===== src/sv/pqs_pkg.sv =====
// shared types and constants for the process queue with statistics
// holds queue sizing, command and result structs, codes and the sequencer states
// no dependencies
package pqs_pkg;

    localparam int QUEUE_DEPTH = 16;
    localparam int PTR_W       = $clog2(QUEUE_DEPTH);
    localparam int CNT_W       = $clog2(QUEUE_DEPTH + 1);
    localparam int ID_W        = 16;
    localparam int TIME_W      = 16;

    // action codes
    localparam logic [1:0] ACT_ENQ = 2'd0;
    localparam logic [1:0] ACT_DEQ = 2'd1;
    localparam logic [1:0] ACT_QRY = 2'd2;

    // status codes
    localparam logic [1:0] ST_OK    = 2'd0;
    localparam logic [1:0] ST_DUP   = 2'd1;
    localparam logic [1:0] ST_EMPTY = 2'd2;
    localparam logic [1:0] ST_FULL  = 2'd3;

    typedef struct packed {
        logic [1:0]        action;
        logic [ID_W-1:0]   process_id;
        logic [TIME_W-1:0] exec_time;
    } t_pq_in;

    typedef struct packed {
        logic [1:0]        status;
        logic [ID_W-1:0]   out_id;
        logic [TIME_W-1:0] out_time;
        logic [CNT_W-1:0]  match_count;
        logic [ID_W-1:0]   min_time_id;
        logic [ID_W-1:0]   max_time_id;
        logic [CNT_W-1:0]  occupancy;
    } t_pq_out;

    // one stored queue entry
    typedef struct packed {
        logic [ID_W-1:0]   id;
        logic [TIME_W-1:0] etime;
    } t_entry;

    typedef enum logic [1:0] {
        S_IDLE,
        S_SCAN,
        S_FIN
    } t_state;

endpackage


===== src/sv/pqs_ram.sv =====
// simple dual-port synchronous ram, one write port and one read port
// read data is registered
// no dependencies
module pqs_ram #(
    parameter int DEPTH = 16,
    parameter int WIDTH = 32
) (
    input  logic                     i_clk,
    input  logic                     i_we,
    input  logic [$clog2(DEPTH)-1:0] i_waddr,
    input  logic [WIDTH-1:0]         i_wdata,
    input  logic [$clog2(DEPTH)-1:0] i_raddr,
    output logic [WIDTH-1:0]         o_rdata
);

    logic [WIDTH-1:0] r_mem [DEPTH];
    logic [WIDTH-1:0] r_rdata;

    always_ff @(posedge i_clk) begin
        if (i_we) begin
            r_mem[i_waddr] <= i_wdata;
        end
        r_rdata <= r_mem[i_raddr];
    end

    assign o_rdata = r_rdata;

endmodule


===== src/sv/process_queue_with_stats_top.sv =====
// top level of the process queue with statistics
// sequencer and scan datapath around one entry ram
// depends on pqs_pkg and pqs_ram
//
// A bounded fifo of up to QUEUE_DEPTH process entries (16-bit id, 16-bit time),
// kept in one synchronous ram with registered read data. A transaction is taken
// when start is high and busy is low; exactly one result follows, shown on
// o_result while o_done is high for one cycle, and the receiver cannot stall it.
// Enqueue and query walk the held entries one ram read per cycle in the scan
// state and then pass to the finish state; dequeue and the unused action code
// go from accept straight to the finish state, skipping the scan. The result
// strobe comes in the first cycle in which busy is low again, so a new
// transaction may be started in that same cycle.
module process_queue_with_stats_top (
    input  logic            i_clk,
    input  logic            i_rst_n,
    input  logic            start,
    output logic            busy,
    input  pqs_pkg::t_pq_in  i_cmd,
    output logic            o_done,
    output pqs_pkg::t_pq_out o_result
);

    import pqs_pkg::*;

    // sequencer and queue pointers
    t_state            r_state, n_state;
    logic [PTR_W-1:0]  r_head, n_head;
    logic [PTR_W-1:0]  r_tail, n_tail;
    logic [CNT_W-1:0]  r_count, n_count;

    // latched transaction
    t_pq_in            r_cmd, n_cmd;

    // scan bookkeeping: issued reads and a pending read in flight
    logic [CNT_W-1:0]  r_iss, n_iss;
    logic              r_pend, n_pend;
    logic              r_first, n_first;

    // scan accumulators
    logic              r_dup, n_dup;
    logic [CNT_W-1:0]  r_match, n_match;
    logic [TIME_W-1:0] r_min_t, n_min_t;
    logic [TIME_W-1:0] r_max_t, n_max_t;
    logic [ID_W-1:0]   r_min_id, n_min_id;
    logic [ID_W-1:0]   r_max_id, n_max_id;

    // result register
    t_pq_out           r_res, n_res;
    logic              r_done, n_done;

    // ram port
    logic              ram_we;
    logic [PTR_W-1:0]  ram_waddr;
    t_entry            ram_wdata;
    logic [PTR_W-1:0]  ram_raddr;
    t_entry            ram_rdata;

    // slot of the entry head + iss, wrapped into the ring
    logic [PTR_W:0]    scan_sum;
    logic [PTR_W-1:0]  scan_addr;

    assign scan_sum  = {1'b0, r_head} + (PTR_W+1)'(r_iss);
    assign scan_addr = (scan_sum >= (PTR_W+1)'(QUEUE_DEPTH))
                     ? PTR_W'(scan_sum - (PTR_W+1)'(QUEUE_DEPTH))
                     : PTR_W'(scan_sum);

    pqs_ram #(
        .DEPTH (QUEUE_DEPTH),
        .WIDTH ($bits(t_entry))
    ) u_ram (
        .i_clk   (i_clk),
        .i_we    (ram_we),
        .i_waddr (ram_waddr),
        .i_wdata (ram_wdata),
        .i_raddr (ram_raddr),
        .o_rdata (ram_rdata)
    );

    // control state
    always_ff @(posedge i_clk) begin
        if (!i_rst_n) begin
            r_state <= S_IDLE;
            r_head  <= '0;
            r_tail  <= '0;
            r_count <= '0;
            r_done  <= 1'b0;
            r_pend  <= 1'b0;
        end else begin
            r_state <= n_state;
            r_head  <= n_head;
            r_tail  <= n_tail;
            r_count <= n_count;
            r_done  <= n_done;
            r_pend  <= n_pend;
        end
    end

    // payload and scan datapath, no reset needed
    always_ff @(posedge i_clk) begin
        r_cmd    <= n_cmd;
        r_iss    <= n_iss;
        r_first  <= n_first;
        r_dup    <= n_dup;
        r_match  <= n_match;
        r_min_t  <= n_min_t;
        r_max_t  <= n_max_t;
        r_min_id <= n_min_id;
        r_max_id <= n_max_id;
        r_res    <= n_res;
    end

    always_comb begin
        n_state   = r_state;
        n_head    = r_head;
        n_tail    = r_tail;
        n_count   = r_count;
        n_cmd     = r_cmd;
        n_iss     = r_iss;
        n_pend    = 1'b0;
        n_first   = r_first;
        n_dup     = r_dup;
        n_match   = r_match;
        n_min_t   = r_min_t;
        n_max_t   = r_max_t;
        n_min_id  = r_min_id;
        n_max_id  = r_max_id;
        n_res     = r_res;
        n_done    = 1'b0;
        ram_we    = 1'b0;
        ram_waddr = r_tail;
        ram_wdata = '{id: r_cmd.process_id, etime: r_cmd.exec_time};
        ram_raddr = r_head;

        unique case (r_state)
            S_IDLE: begin
                // head is read here so a dequeue finds its entry in the next cycle
                if (start) begin
                    n_cmd   = i_cmd;
                    n_iss   = '0;
                    n_first = 1'b1;
                    n_dup   = 1'b0;
                    n_match = '0;
                    if (i_cmd.action == ACT_ENQ || i_cmd.action == ACT_QRY) begin
                        n_state = S_SCAN;
                    end else begin
                        n_state = S_FIN;
                    end
                end
            end

            S_SCAN: begin
                ram_raddr = scan_addr;
                // fold in the entry read in the previous cycle
                if (r_pend) begin
                    if (ram_rdata.id == r_cmd.process_id) begin
                        n_dup = 1'b1;
                    end
                    if (ram_rdata.etime == r_cmd.exec_time) begin
                        n_match = CNT_W'(r_match + 1'b1);
                    end
                    // strict compares keep the oldest entry on ties
                    if (r_first) begin
                        n_first  = 1'b0;
                        n_min_t  = ram_rdata.etime;
                        n_max_t  = ram_rdata.etime;
                        n_min_id = ram_rdata.id;
                        n_max_id = ram_rdata.id;
                    end else begin
                        if (ram_rdata.etime < r_min_t) begin
                            n_min_t  = ram_rdata.etime;
                            n_min_id = ram_rdata.id;
                        end
                        if (ram_rdata.etime > r_max_t) begin
                            n_max_t  = ram_rdata.etime;
                            n_max_id = ram_rdata.id;
                        end
                    end
                end
                // issue the next read, or stop once every held entry is out
                if (r_iss == r_count) begin
                    n_state = S_FIN;
                end else begin
                    n_iss  = CNT_W'(r_iss + 1'b1);
                    n_pend = 1'b1;
                end
            end

            S_FIN: begin
                n_res  = '0;
                n_done = 1'b1;
                n_state = S_IDLE;
                unique case (r_cmd.action)
                    ACT_ENQ: begin
                        priority if (r_dup) begin
                            n_res.status = ST_DUP;
                        end else if (r_count == CNT_W'(QUEUE_DEPTH)) begin
                            n_res.status = ST_FULL;
                        end else begin
                            ram_we  = 1'b1;
                            n_tail  = (r_tail == PTR_W'(QUEUE_DEPTH - 1))
                                    ? '0 : PTR_W'(r_tail + 1'b1);
                            n_count = CNT_W'(r_count + 1'b1);
                        end
                    end
                    ACT_DEQ: begin
                        if (r_count == '0) begin
                            n_res.status = ST_EMPTY;
                        end else begin
                            n_res.out_id   = ram_rdata.id;
                            n_res.out_time = ram_rdata.etime;
                            n_head  = (r_head == PTR_W'(QUEUE_DEPTH - 1))
                                    ? '0 : PTR_W'(r_head + 1'b1);
                            n_count = CNT_W'(r_count - 1'b1);
                        end
                    end
                    ACT_QRY: begin
                        if (r_count == '0) begin
                            n_res.status = ST_EMPTY;
                        end else begin
                            n_res.match_count = r_match;
                            n_res.min_time_id = r_min_id;
                            n_res.max_time_id = r_max_id;
                        end
                    end
                    default: begin
                        // unused action code: nothing changes
                        n_res.status = ST_OK;
                    end
                endcase
                n_res.occupancy = n_count;
            end

            default: begin
                n_state = S_IDLE;
            end
        endcase
    end

    assign busy     = (r_state != S_IDLE);
    assign o_done   = r_done;
    assign o_result = r_res;

endmodule

===== config.mk =====
export PLATFORM = sky130hd
export DESIGN_NAME = process_queue_with_stats_top
export DESIGN_NICKNAME = d
export VERILOG_FILES = /design/src/sv/pqs_pkg.sv /design/src/sv/pqs_ram.sv /design/src/sv/process_queue_with_stats_top.sv
export SDC_FILE = /design/constraint.sdc
export NUM_CORES = 1
export LEC_CHECK = 0
export ABC_AREA = 1
export ABC_CLOCK_PERIOD_IN_PS = 9500
export BUFFER_PORTS_ARGS = -buffer_cell sky130_fd_sc_hd__buf_4
export CAP_MARGIN = 20
export CELL_PAD_IN_SITES_DETAIL_PLACEMENT = 1
export CELL_PAD_IN_SITES_GLOBAL_PLACEMENT = 1
export CORE_MARGIN = 3
export CORE_UTILIZATION = 50
export DETAILED_ROUTE_END_ITERATION = 7
export GPL_TIMING_DRIVEN = 0
export PLACE_DENSITY_LB_ADDON = 0.1
export SLEW_MARGIN = 25
export SYNTH_ARGS = -nofsm -noshare
export SYNTH_HDL_FRONTEND = slang
export SYNTH_SLANG_ARGS = --single-unit
export TNS_END_PERCENT = 50

===== constraint.sdc =====
create_clock -name i_clk -period 9.5 [get_ports i_clk]
set_input_delay 0 -clock i_clk [delete_from_list [all_inputs] [get_ports i_clk]]
set_output_delay 0 -clock i_clk [all_outputs]
set_load 0.05 [all_outputs]

==> summary.md, run 1 <==
| Metric | Value |
|---|---|
| Drt wl/cell | `22.70 µm` |
| Placement Rows | `91` |
| Most frequent cells in the layout | `nand2_1, edfxtp_1, inv_1` |
| WP data required | `10.05 ns` |
| Htree depth | `3` |
| Die Y | `257.5 µm` |
| Cells after synthesis | `2919` |
| Pre-CTS setup slack | `6.145 ns` |
| CP cell instances | `ha_1 > inv_1 > fa_1 > o21ai_1 > clkbuf_1 > buf_2 > nand3_1 > nand3_1 > nand3_1 > nand2_1` |
| CTS tree | `built` |
| Max Slew Vio Count | `0` |
| Total CTS buffers | `79` |
| Static Leakage | `15.90 nW` |
| Mapped cell area | `31630 µm²` |
| Worst Clk Skew | `0.02526 ns` |
| Clk pin slew, worst setup/hold paths | `0.07 ns` |
| CP max FO | `10` |
| CTS root buf | `clkbuf_16` |
| Worst hold slack | `0.1041 ns` |
| Fin crit period | `3.476 ns` |
| Worst r2r path cells | `10` |
| Syn Nets | `3004` |
| Worst hold stages | `2` |
| P per Cell Area | `211.8 nW/µm²` |
| Setup ws final | `6.024 ns` |
| Commonest non-fill, non-tap cell in the layout | `nand2_1` |
| GRT Overall Usage | `27.95%` |
| Area Overhead vs Synth | `18.24%` |
| Clk sink count | `747` |
| Final period util | `36.59%` |
| FILL cells | `6599` |
| Initial Util | `50.88%` |
| Register area | `21940 µm²` |
| Cell mode on critical path | `nand3_1` |
| Status | `complete, no violations` |
| DIE WIDTH | `257.5 µm` |
| CP max stage cell | `clkbuf_1` |
| Crit path max-delay family | `buffers and inverters` |
| Flops & latches, synth | `747` |
| Later-pin clock latency in the skew report | `0.62 ns` |
| Vias in the first global route | `23520` |
| Gpl congestion | `0.8449` |
| IO Port Bufs | `114` |
| Drt pass-1 iters | `5` |
| First-pass GRT wire length | `138400 µm` |
| Slew HR | `22.70%` |
| Critical Path Source Type | `register` |
| Hold Fails Final Rpt | `0` |
| Nets | `3270` |
| Crit. End Element | `register` |
| Synth warn | `0` |
| Initial antenna violation count | `0` |
| Antenna Nets Post-Route | `0` |
| CTS max path bufs | `3` |
| MaxCap Viol Count | `0` |
| Fmax | `287.7 MHz` |
| Vias | `21800` |
| Residual DRC | `0` |
| RSZ-0062 raised after global routing | `false` |
| Syn Area/Cell | `10.84 µm²` |
| Slowest cell delay on critical path | `0.84 ns` |
| Sequential-to-total area share from yosys stat | `69.37%` |
| Area occupied by multi-input gates | `6924 µm²` |
| WS Path Type | `reg2reg` |
| Layout cells sized above 1 | `11.63%` |
| Final core utilization | `60.16%` |
| IO Pins | `115` |
| Vias/cell | `5.334` |
| Die area | `66310 µm²` |
| Post-synthesis cell type count | `31` |
| Non-Filler Instances | `4088` |
| Initial detailed-routing violation count | `1615` |
| Worst-margin pin slew | `1.160 ns` |
| Pin count of the biggest net entering global routing | `27` |
| Congestion Overflow GR | `0` |
| Crit path depth | `10` |
| DPL Wire Length | `63950 µm` |
| Worst min path class | `in2reg` |
| Peak supply drop | `0.0001658 V` |
| Post-CTS setup buffer count | `0` |
| Crit path DAT | `4.02 ns` |
| Critical path buffers and inverters | `3` |
| Core area | `62170 µm²` |
| Post-CTS Resized | `0` |
| Placed instance count | `3905` |
| Drt total wl | `92810 µm` |
| Finish-stage setup viols | `0` |
==> what timing repair did <==
action,in CTS,in global routing
setup endpoints to repair,0,0
hold buffers,36,0
endpoints found under the hold margin,54,0
==> cell usage after synthesis (all sizes together) <==
cell	count	area, µm²
edfxtp	698	20960
fa	1	20.02
o21ai	20	100.1
a21o	1	7.510
nand3	448	2242
or2	3	18.77
o31ai	1	7.510
ha	47	588.1
dfxtp	49	980.9
a21oi	39	195.2
xnor2	24	210.2
nor4	1	6.260
nor2	128	483.0
clkinv	1	3.750
buf	98	580.6
nor3b	1	7.510
nand4	11	75.07
nand2	706	2660
inv	606	2275
xor2	12	105.1
nor3	7	35.03
clkbuf	16	60.06
o211ai	1	7.510
==> cells by family (layout without fill, tap and decap cells) <==
| group | count (synthesis) | count (layout) | share of synthesized area [%] |
|---|---|---|---|
| adders and majority gates | 48 | 48 | 1.923 |
| and+or+nand+nor | 1305 | 1305 | 17.48 |
| buffers and inverters | 721 | 1052 | 9.229 |
| other | 0 | 1 | 0 |
| xor gates and xnor gates | 36 | 36 | 0.9969 |
| DFF | 747 | 747 | 69.37 |
| AOI/OAI and AO/OA | 62 | 62 | 1.005 |
==> worst paths after layout <==
check                           slack, ns      start               end
worst max register to register       6.02   r_iss[0]  u_ram.o_rdata[2]
worst min register to register       0.54  r_head[2]         r_head[2]
worst min-delay path                 0.10  i_cmd[28]         r_cmd[28]
worst max-delay path                 6.02   r_iss[0]  u_ram.o_rdata[2]
==> metal layers <==
metal / global-route usage, % / part of all wire [%] / up-vias
li1: - / - / 9974
met5: 0 / 0 / -
met2: 49.02 / 50 / 816
met4: 10.54 / 3.4 / 0
met1: 34.69 / 39 / 10790
met3: 4.852 / 7.0 / 222
==> sequential cells by signal (all words and copies together) (netlist names) <==
name and cells:
r_state 2, r_min_t 16, r_tail 4, r_match 5, r_max_t 16, r_min_id 16, o_result 76, r_max_id 16
o_done 1, r_head 4, r_first 1, r_pend 1, r_dup 1, u_ram.r_mem 512, r_iss 5, r_count 5
u_ram.o_rdata 32, r_cmd 34
==> cell type report <==
class | instances | area share [%]
diodes | 1 | 0.006691
plain buffers | 114 | 1.713
clock buffers | 107 | 5.902
clock inverters | 39 | 1.061
inverters | 607 | 6.093
multi-input cells | 1451 | 18.52
flip-flops and latches | 747 | 58.67
well taps | 837 | 2.800
repair buffers | 185 | 5.239
==> power breakdown <==
part	internal, mW	switching, mW
clock	1.85	1.27
sequential	3.74	0.182
combinational	0.273	0.608
==> through the flow <==
step,TNS [ns],total power [mW],area (µm²)
5_1_grt,0,8.200,37390
4_1_cts,0,7.953,37390
6_report,0,7.922,37400
3_5_place_dp,0,4.843,34430
2_1_floorplan,0,4.430,31630
3_3_place_gp,-259.46,4.778,33530
Power figures use the tool's default switching activity.
==> run 2: changes to the inputs <==
ABC_AREA = 0   (was 1)
ABC_CLOCK_PERIOD_IN_PS = 3300   (was 9500)
CORE_UTILIZATION = 53   (was 50)
clock period = 3.3 ns   (was 9.5 ns; I/O delays follow)
==> run 2 against run 1 <==
Power grew to 2.6 times the previous value. Wire length is 23% lower. Core utilization is 4.0 points higher. Die area is 10% lower. Fmax is 7.7% higher. Sequential share of layout area is 2.8 points higher. Count of clock-buffer cells in the layout is 1 higher. Critical endpoint is now u_ram.o_rdata[15]. Combinational power is 53% higher. Largest power group unchanged. Worst setup slack worse by 6.0 ns. Critical path type unchanged. Clock skew is 0.0057 ns lower. Register-to-register slack worse by 6.0 ns.
==> summary.md, run 2 <==
| Metric | Value |
|---|---|
| Status | `complete, no violations` |
| Sequential-to-total area share from yosys stat | `72.99%` |
| Initial antenna violation count | `2` |
| IO Pins | `115` |
| Worst r2r path cells | `10` |
| GRT Overall Usage | `24.14%` |
| Syn Nets | `1797` |
| Nets | `2068` |
| Pre-CTS setup slack | `-0.08816 ns` |
| Drt pass-1 iters | `5` |
| Mapped cell area | `30060 µm²` |
| Async SR Flop Fraction | `0%` |
| DPL Wire Length | `47660 µm` |
| Flops & latches, synth | `747` |
| Post-synthesis cell type count | `54` |
| Total CTS buffers | `75` |
| Syn Area/Cell | `17.56 µm²` |
| Ys flop type | `edfxtp_1` |
| CTS max path bufs | `3` |
| Worst Clk Skew | `0.01961 ns` |
| Register area | `21940 µm²` |
| Gpl congestion | `0.7876` |
| First-pass GRT wire length | `106800 µm` |
| Pin count of the biggest net entering global routing | `86` |
| Final period util | `97.79%` |
| Core area | `55630 µm²` |
| Peak supply drop | `0.0004483 V` |
| Drt wl/cell | `25.63 µm` |
| Placement Rows | `86` |
| Later-pin clock latency in the skew report | `0.60 ns` |
| Synth top area cells | `edfxtp_1, mux2i_1, dfxtp_1` |
| Max reg flops | `512` |
| WS Path Type | `reg2reg` |
| CTS tree | `built` |
| Terminus of the critical flop-to-flop path | `u_ram.o_rdata[15]` |
| Area Overhead vs Synth | `18.66%` |
| CP max FO | `10` |
| Drt total wl | `71480 µm` |
| Antenna Nets Post-Route | `0` |
| WP data required | `3.77 ns` |
| Initial detailed-routing violation count | `1194` |
| Top cell type by total area after synthesis | `edfxtp_1` |
| Clk sink count | `747` |
| Critical Path Source Type | `register` |
| Htree depth | `3` |
| Vias | `15690` |
| Clk pin slew, worst setup/hold paths | `0.06 ns` |
| Crit. End Element | `register` |
| Count leader, synth | `edfxtp_1` |
| Hold Fails Final Rpt | `0` |
| Cells after synthesis | `1712` |
| Final core utilization | `64.11%` |
| Finish-stage setup viols | `0` |
| Vias in the first global route | `17110` |
| Vias/cell | `5.624` |
| Die Y | `244.2 µm` |
| Synth top area share | `69.73%` |
| Crit path DAT | `3.70 ns` |
| CP startpoint | `r_head[0]` |
| Number of synthesized flops with an enable pin | `698` |
| Fmax | `309.9 MHz` |
| Most frequent cells in the layout | `edfxtp_1, mux2i_1, buf_4` |
| Die area | `59610 µm²` |
| Largest Register | `u_ram.r_mem` |
| Max Slew Vio Count | `0` |
| Area occupied by multi-input gates | `7627 µm²` |
| Static Leakage | `14.43 nW` |
| Layout cells sized above 1 | `17.00%` |
| MaxCap Viol Count | `0` |
| Congestion Overflow GR | `0` |
| CTS root buf | `clkbuf_16` |
| P per Cell Area | `586.3 nW/µm²` |
| Initial Util | `54.03%` |
| FILL cells | `4823` |
| Synth warn | `0` |
| Worst min path class | `in2reg` |
| Fin crit period | `3.227 ns` |
| DIE WIDTH | `244.2 µm` |
| Setup crit end | `u_ram.o_rdata[15]` |
| IO Port Bufs | `114` |
| Synth top cells by count | `edfxtp_1, mux2i_1, and2_1` |
| Antenna cells | `0` |
| Setup ws final | `0.07307 ns` |
| R2r setup slk | `0.07 ns` |
| Residual DRC | `0` |
| R2r startpoint | `r_head[0]` |
| Worst-margin pin slew | `0.9668 ns` |
| Slew HR | `35.54%` |
| Commonest non-fill, non-tap cell in the layout | `edfxtp_1` |
run 2: cell count changes in the layout (fill, tap and decap cells not counted), moves of 9 or more:
cell	change
a21oi_1	-16
inv_1	-561
nor2b_1	+9
buf_2	-38
buf_4	-12
and2_1	+74
mux2i_1	+484
buf_6	+26
xor2_1	+29
xnor2_1	-16
nor2_1	-91
nand3_1	-435
nand2_1	-679
run 2: per-stage QoR:
step           TNS (ns)  instance area, µm²  power, mW  hold slack (ns)  std cells
2_1_floorplan   -113.17               30100      11.86          0.09887       1712
3_3_place_gp   -1110.07               31890      12.35           0.1779       2574
3_5_place_dp     -4.139               32620      12.43           0.1793       2606
4_1_cts               0               35600      21.10          0.07136       2785
5_1_grt         -0.3029               35670      21.62           0.1100       2789
6_report              0               35670      20.91           0.1158       2789
run 2: how the worst min path moves through the flow:
stage	start	end	slack, ns	cells past startpoint
final	i_cmd[1]	r_cmd[1]	0.12	2
after global routing	i_cmd[0]	r_cmd[0]	0.11	2
after CTS	i_cmd[29]	r_cmd[29]	0.07	2
after detailed placement	i_cmd[25]	r_cmd[25]	0.18	1
after global placement	i_cmd[7]	r_cmd[7]	0.18	1
after floorplan	i_cmd[0]	r_cmd[0]	0.1	0
run 2: routing by layer:
layer | global-route usage, % | part of all wire, % | vias to the layer above
met5 | 0 | 0.018 | -
met4 | 6.115 | 2.0 | 2
met3 | 3.520 | 5.0 | 92
met2 | 42.26 | 50 | 381
met1 | 31.87 | 43 | 8130
li1 | - | - | 7081
run 2: cell families after synthesis:
| kind of cell | synth area share [%] |
|---|---|
| compound gates | 1.544 |
| buf+inv | 2.194 |
| fa+ha+maj | 2.023 |
| simple gates | 3.559 |
| xor+xnor | 1.457 |
| mux | 16.23 |
| flops | 72.99 |
run 2: cell type report:
cell class	instances	share of cell area (%)
Sequential cell	747	61.52
Multi-Input combinational cell	850	21.38
Clock buffer	108	5.985
Timing Repair Buffer	194	5.578
Tap cell	748	2.624
Buffer	69	1.365
Clock inverter	27	1.017
Inverter	46	0.5297
run 2: repair_timing:
item | CTS | global route
hold buffers | 36 | 0
buffers inserted | 8 | 4
pin swaps | 5 | 3
endpoints found under the hold margin | 45 | 0
gates resized for setup | 4 | 3
setup endpoints to repair | 140 | 76
run 2: power breakdown:
group | switching (mW) | internal [mW] | total, mW
sequential | 0.319 | 10.6 | 10.9
combinational | 0.811 | 0.544 | 1.35
clock | 3.43 | 5.20 | 8.63
total | 4.56 | 16.3 | 20.9
run 2: worst max-delay path: stages (launching register included):
cell and delay (ns):
dfxtp_1 0.49, ha_1 0.22, inv_1 0.06, fa_1 0.40, xor2_1 0.20, nor2_1 0.06
a21oi_1 0.12, buf_4 0.27, buf_1 0.75, mux2i_1 0.41, mux2i_1 0.12
